--- src/hdl/wasp_pkg.sv ---
`timescale 1ns / 1ps
// ----------------------------------------------------------------------------
// Wrap-around slot placer package
// Field widths and the segment type shared by the placer datapath.
// ----------------------------------------------------------------------------
package wasp_pkg;

  localparam int TimeW   = 16;
  localparam int SlotW   = 12;
  localparam int BudgetW = 16;
  localparam int TaskW   = 6;
  localparam int ProcW   = 4;

  typedef struct packed {
    logic [ProcW-1:0] processor;
    logic [TimeW-1:0] start_time;
    logic [SlotW-1:0] length;
    logic [TaskW-1:0] task_out;
    logic             last_segment;
    logic             overflow_error;
  } seg_t;

endpackage

--- src/hdl/wrap_around_slot_placer_unit.sv ---
`timescale 1ns / 1ps
// ----------------------------------------------------------------------------
// Wrap-around slot placer
// Places each task's share of a window onto processors in wrap-around order.
// ----------------------------------------------------------------------------
// An accepted item waits in the input register; when it is placed, its first
// segment is registered. Throughput: one item per cycle when it yields at most
// one segment and the result port does not stall; an item that yields two
// holds back the next until its second segment enters the single result port.
// Reset: window base 0, width 1, budget 0, fill processor 0 and offset 0, all stages empty.
module wrap_around_slot_placer_unit
  import wasp_pkg::*;
#(
  parameter int PROCS = 16,
  parameter int TASKS = 64
) (
  input  logic               clk,
  input  logic               rst,
  input  logic               in_valid,
  output logic               in_ready,
  input  logic               first_in_row,
  input  logic [TimeW-1:0]   row_start,
  input  logic [SlotW-1:0]   window_len,
  input  logic [BudgetW-1:0] idle_budget,
  input  logic [TaskW-1:0]   task_id,
  input  logic [SlotW-1:0]   amount,
  output logic               out_valid,
  input  logic               out_ready,
  output logic [ProcW-1:0]   processor,
  output logic [TimeW-1:0]   start_time,
  output logic [SlotW-1:0]   length,
  output logic [TaskW-1:0]   task_out,
  output logic               last_segment,
  output logic               overflow_error
);

  localparam int PW = $clog2(PROCS + 2);
  localparam logic [PW-1:0] PMax = PW'(PROCS);
  localparam logic [TaskW:0] TaskLimit = (TaskW + 1)'(TASKS);

  // Window state.
  logic [TimeW-1:0]   window_base;
  logic [SlotW-1:0]   window_width;
  logic [BudgetW-1:0] budget_left;
  logic [PW-1:0]      fill_processor;
  logic [SlotW-1:0]   fill_offset;

  // Input register.
  logic               hold_valid;
  logic               hold_first;
  logic [TimeW-1:0]   hold_row_start;
  logic [SlotW-1:0]   hold_window_len;
  logic [BudgetW-1:0] hold_idle_budget;
  logic [TaskW-1:0]   hold_task_id;
  logic [SlotW-1:0]   hold_amount;

  // Result register and the waiting second segment.
  seg_t out_seg;
  logic pend_valid;
  seg_t pend_seg;

  logic go;

  // Placement datapath.
  logic [TimeW-1:0]   wb;
  logic [SlotW-1:0]   ww;
  logic [BudgetW-1:0] bl;
  logic [PW-1:0]      fp, fp_a, fp_b, fp_c, fp_d;
  logic [SlotW-1:0]   fo, fo_a, fo_b, fo_c, fo_d;
  logic [SlotW:0]     fo_d_sum;
  logic [BudgetW-1:0] bl_b;
  logic [SlotW-1:0]   amt, gap, room, len1, rest;
  logic               place;
  seg_t               seg1, seg2;
  logic [BudgetW-1:0] budget_left_next;
  logic [PW-1:0]      fill_processor_next;
  logic [SlotW-1:0]   fill_offset_next;

  function automatic seg_t make_seg(input logic [PW-1:0] p, input logic [SlotW-1:0] o,
                                    input logic [TimeW-1:0] base,
                                    input logic [SlotW-1:0] len,
                                    input logic [TaskW-1:0] tid, input logic last);
    seg_t s;
    logic over;
    over = (p >= PMax);
    s.processor      = over ? '0 : ProcW'(p);
    s.start_time     = base + TimeW'(o);
    s.length         = len;
    s.task_out       = tid;
    s.last_segment   = last;
    s.overflow_error = over;
    return s;
  endfunction

  always_comb begin
    wb = hold_first ? hold_row_start : window_base;
    ww = hold_first ? ((hold_window_len == '0) ? SlotW'(1) : hold_window_len) : window_width;
    bl = hold_first ? hold_idle_budget : budget_left;
    fp = hold_first ? '0 : fill_processor;
    fo = hold_first ? '0 : fill_offset;

    amt   = (hold_amount > ww) ? ww : hold_amount;
    place = (amt != '0) && ({1'b0, hold_task_id} < TaskLimit);

    fp_a = fp;
    fo_a = fo;
    if (fp_a >= PMax) begin
      fp_a = PMax;
      fo_a = '0;
    end

    // When the item does not fit in the rest of the row, skip to the next processor if the budget covers the gap.
    gap  = ww - fo_a;
    bl_b = bl;
    fp_b = fp_a;
    fo_b = fo_a;
    if (({1'b0, fo_a} + {1'b0, amt}) > {1'b0, ww}) begin
      if ({{(BudgetW - SlotW){1'b0}}, gap} <= bl) begin
        bl_b = bl - {{(BudgetW - SlotW){1'b0}}, gap};
        fp_b = fp_a + PW'(1);
        fo_b = '0;
        if (fp_b >= PMax) begin
          fp_b = PMax;
        end
      end
    end

    room = ww - fo_b;
    len1 = (amt < room) ? amt : room;
    rest = amt - len1;

    fp_c = fp_b;
    fo_c = fo_b + len1;
    if (fo_c >= ww) begin
      fp_c = fp_b + PW'(1);
      fo_c = '0;
      if (fp_c >= PMax) begin
        fp_c = PMax;
      end
    end

    fo_d_sum = {1'b0, fo_c} + {1'b0, rest};
    fp_d     = fp_c;
    fo_d     = fo_d_sum[SlotW-1:0];
    if (fo_d_sum >= {1'b0, ww}) begin
      fp_d = fp_c + PW'(1);
      fo_d = '0;
    end
    if (fp_d >= PMax) begin
      fp_d = PMax;
      fo_d = '0;
    end

    seg1 = make_seg(fp_b, fo_b, wb, len1, hold_task_id, rest == '0);
    seg2 = make_seg(fp_c, fo_c, wb, rest, hold_task_id, 1'b1);

    if (place) begin
      budget_left_next    = bl_b;
      fill_processor_next = (rest != '0) ? fp_d : fp_c;
      fill_offset_next    = (rest != '0) ? fo_d : fo_c;
    end else begin
      budget_left_next    = bl;
      fill_processor_next = fp;
      fill_offset_next    = fo;
    end
  end

  assign go       = hold_valid && !pend_valid && (!out_valid || out_ready);
  assign in_ready = !hold_valid || go;

  always_ff @(posedge clk) begin
    if (rst) begin
      hold_valid     <= 1'b0;
      out_valid      <= 1'b0;
      pend_valid     <= 1'b0;
      window_base    <= '0;
      window_width   <= SlotW'(1);
      budget_left    <= '0;
      fill_processor <= '0;
      fill_offset    <= '0;
    end else begin
      if (in_valid && in_ready) begin
        hold_valid       <= 1'b1;
        hold_first       <= first_in_row;
        hold_row_start   <= row_start;
        hold_window_len  <= window_len;
        hold_idle_budget <= idle_budget;
        hold_task_id     <= task_id;
        hold_amount      <= amount;
      end else if (go) begin
        hold_valid <= 1'b0;
      end

      if (go) begin
        window_base    <= wb;
        window_width   <= ww;
        budget_left    <= budget_left_next;
        fill_processor <= fill_processor_next;
        fill_offset    <= fill_offset_next;
        if (place) begin
          out_seg    <= seg1;
          out_valid  <= 1'b1;
          pend_seg   <= seg2;
          pend_valid <= (rest != '0);
        end else if (out_valid && out_ready) begin
          out_valid <= 1'b0;
        end
      end else if (out_valid && out_ready) begin
        if (pend_valid) begin
          out_seg    <= pend_seg;
          pend_valid <= 1'b0;
        end else begin
          out_valid <= 1'b0;
        end
      end
    end
  end

  assign processor      = out_seg.processor;
  assign start_time     = out_seg.start_time;
  assign length         = out_seg.length;
  assign task_out       = out_seg.task_out;
  assign last_segment   = out_seg.last_segment;
  assign overflow_error = out_seg.overflow_error;

  // A waiting second segment always sits behind a valid first one.
  assert property (@(posedge clk) disable iff (rst) pend_valid |-> out_valid)
    else $error("second segment pending without a valid result");

  // The fill position never goes beyond the pinned processor.
  assert property (@(posedge clk) disable iff (rst) fill_processor <= PMax)
    else $error("fill processor out of range");

  // A zero window width is never stored.
  assert property (@(posedge clk) disable iff (rst) window_width != '0)
    else $error("window width is zero");

  // An overflowing segment reports processor zero.
  assert property (@(posedge clk) disable iff (rst)
                   out_valid && overflow_error |-> processor == '0)
    else $error("overflow segment with nonzero processor");

  // A pending first segment of a split item is never marked as the last one.
  assert property (@(posedge clk) disable iff (rst)
                   pend_valid |-> !out_seg.last_segment && pend_seg.last_segment)
    else $error("last segment marking of a split item is wrong");

endmodule
--- config.mk ---
export PLATFORM = sky130hd
export DESIGN_NAME = wrap_around_slot_placer_unit
export DESIGN_NICKNAME = d
export VERILOG_FILES = /design/src/hdl/wasp_pkg.sv /design/src/hdl/wrap_around_slot_placer_unit.sv
export SDC_FILE = /design/constraint.sdc
export NUM_CORES = 1
export LEC_CHECK = 0
export ABC_AREA = 1
export BUFFER_PORTS_ARGS = -buffer_cell sky130_fd_sc_hd__buf_2
export CORE_UTILIZATION = 45
export CTS_CLUSTER_SIZE = 16
export DETAILED_ROUTE_END_ITERATION = 12
export GPL_ROUTABILITY_DRIVEN = 0
export GPL_TIMING_DRIVEN = 1
export PLACE_DENSITY_LB_ADDON = 0.15
export SYNTH_ARGS = -nofsm -noshare
export SYNTH_HDL_FRONTEND = slang
export SYNTH_SLANG_ARGS = --single-unit
--- constraint.sdc ---
create_clock -name clk -period 41.3 [get_ports clk]
set_clock_uncertainty 0.1 [all_clocks]
set_input_delay 8.26 -clock clk [delete_from_list [all_inputs] [get_ports clk]]
set_output_delay 8.26 -clock clk [all_outputs]
set_load 0.02 [all_outputs]
==> impl_metrics.toml <==
[placed_design]
place_inst = 2365
io_buffers = 108
hpwl_um = 30000

[critical_path]
cpMostUsedCell = "nand2_1"
required_ns = 32.94
cp_top_family = "buffers and inverters"
cp_max_fo = 55
critical-path-slowest-cell = "clkinv_2"
worst_path_largest_cell_delay_ns = 0.58
rr_startpoint = "hold_first$_DFFE_PP_"
endpoint_kind = "output port"
arrival_ns = 9.69
critPathKind = "in -> out"
start_kind = "input port"
critical_path.startpoint = "out_ready"
crit_buf_inv = 4
crit_path_cell_trace = "buf_2 > inv_1 > nand2_1 > nand2_1 > nor2_4 > clkinv_2 > nand2_1 > buf_2"

[floorplanning]
start_util_pct = 46.3
placementRows = 65
die_area_um2 = 33500
die_x_um = 183
die_height_um = 183
io_pins = 109
core_um2 = 31900

[sta]
maxSlewViolCount = 0
rsz0062_at_grt = "no"
relSlewSlack_pct = 39.1
finalSetupTns_ns = 0
worst_pin_slew_ns = 0.905
hold_viol_final = 0
min_period_ns = 18.05
max_freq_mhz = 55.4
setup_violations = 0
min_period_over_period_pct = 43.7

[clocking]
h-tree-depth = 1
cts_buffer_depth = 3
cts_resized = 0
cts_buffers = 25
ctsHoldBuffers = 0
clock_sinks = 206
cts_setup_buffers = 0
clkLatencyLatePin_ns = 0.52
cts-root-buf = "clkbuf_16"
tritoncts = "done"
clk_pin_slew_worst_paths_ns = 0.06

[outcome]
outcome = "complete, no violations"

[yosys]
synthArstFlopShare_pct = 0
synth_top_area_cell = "edfxtp_1"
synth_cell_types = 62
ys_ff_latch = 206
synth_area_per_cell_um2 = 7.99
synth_nets = 2071
synth.top_cell.area_share_pct = 28.9
synth-edff-count = 142
synthCells = 1848
synthesis.area_um2 = 14800
ys.warnings.count = 0
synth_area_leaders = "edfxtp_1 29%, ha_1 13%, nand2_1 11%"
synth-main-ff-cell = "edfxtp_1"
ys_seq_area_share_pct = 37.5

[finish]
fillers = 3097
fin_cells = 2410
antennaDiodeCount = 0
layout-drive-gt1-share_pct = 12.5
syn2layout_area_growth_pct = 13.0
layout.nets = 2180
multi_input_area_um2 = 8210
seqCellArea_um2 = 5550

[run]
maxCapViolCount = 0

[route]
drc = 0
initialDrtViolationCount = 1089
wl_per_cell_um = 16.3
viasPerCell = 5.25
drt-total-wl_um = 39300
vias = 12700
drtAntennaViolNets = 0
dr.pass1.iters = 6

[grt]
grt_use_total_pct = 23.6
grt_max_degree = 83
grt_overflow_total = 0
grt_pass1_vias = 11700
grt_pass1_wl_um = 62000
antenna_found_initial = 0

[min_path]
hp-start = "hold_task_id[0]$_DFFE_PP_"
hold_class = "reg -> reg"
path summary, 6_finish.rpt:
path / cells past startpoint / slack, ns / to
worst max-delay path: 8 / 23.25 / in_ready
worst min register to register: 0 / 0.35 / pend_seg[2]$_DFFE_PP_
worst min-delay path: 0 / 0.35 / pend_seg[2]$_DFFE_PP_
worst max register to register: 102 / 23.46 / fill_processor[0]$_SDFFE_PP0P_
synthesized netlist by cell type, drive strengths merged (2+ instances only):
master / count
o21ai: 151
o21bai: 10
a211oi: 8
nor3b: 2
inv: 216
nand4: 25
fa: 6
clkbuf: 42
o211ai: 14
a31oi: 12
ha: 150
nor2: 105
o21a: 3
nand3b: 2
nand2: 464
edfxtp: 142
nor4: 5
o221ai: 2
and2: 5
a21boi: 3
o22ai: 5
nand3: 91
a21oi: 162
xnor2: 29
xor2: 67
a21o: 8
clkinv: 3
nor3: 10
dfxtp: 64
or2: 15
a2111oi: 2
o31ai: 4
buf: 10
mux2i: 4
metal layers:
layer / GRT usage [%] / vias to the layer above / wire, um
met2: 37.3 / 388 / 17100
met3: 3.85 / 83 / 2760
met1: 32.3 / 5692 / 17900
li1: - / 6487 / -
met4: 9.33 / 0 / 1490
met5: 0 / - / 0
cell usage in the layout (no fill, tap or decap), drive strengths merged, types with 2 or more instances in the layout:
cell,instances
a2111oi,2
a211oi,8
a21boi,3
a21o,8
a21oi,162
a31oi,12
and2,5
buf,134
bufinv,3
clkbuf,30
clkinv,10
clkinvlp,3
dfxtp,64
edfxtp,142
fa,6
ha,150
inv,218
mux2i,4
nand2,464
nand3,91
nand3b,2
nand4,25
nor2,105
nor3,10
nor3b,2
nor4,5
o211ai,14
o21a,3
o21ai,151
o21bai,10
o221ai,2
o22ai,5
o31ai,4
or2,15
xnor2,29
xor2,67
sequential cells by signal, indices dropped and copies added (netlist names), 4 cells and up:
register / cells
budget_left: 16
fill_offset: 12
fill_processor: 5
hold_amount: 12
hold_idle_budget: 16
hold_row_start: 16
hold_task_id: 6
hold_window_len: 12
length: 12
pend_seg: 39
processor: 4
start_time: 16
task_out: 6
window_base: 16
window_width: 12
metrics by stage:
step / util, % / hold WS, ns / setup slack [ns] / instance area, um^2
5_1_grt: 52.4 / 0.356 / 21.77 / 16700
3_5_place_dp: 49.8 / 0.336 / 23.23 / 15900
2_1_floorplan: - / 0.324 / 23.85 / 14800
4_1_cts: 52.4 / 0.350 / 23.23 / 16700
6_report: 52.4 / 0.349 / 23.25 / 16700
3_3_place_gp: 49.8 / 0.331 / 23.27 / 15900
layout make-up:
cell class / instances / area share, %
Multi-Input combinational cell: 1371 / 49.2
Sequential cell: 206 / 33.2
Inverter: 219 / 4.94
Timing Repair Buffer: 134 / 4.41
Clock buffer: 30 / 3.98
Tap cell: 435 / 3.26
Clock inverter: 15 / 0.997
logic make-up after synthesis:
logic type | count (synthesis) | synth area share (%)
simple gates | 725 | 21.1
compound gates | 390 | 14.8
buf+inv | 271 | 7.01
flops | 206 | 37.5
fa+ha+maj | 156 | 13.5
xor+xnor | 96 | 5.74
mux | 4 | 0.271
Power is not shown: default switching activity piles up to over one toggle a cycle in this logic, so the estimate is an artifact.
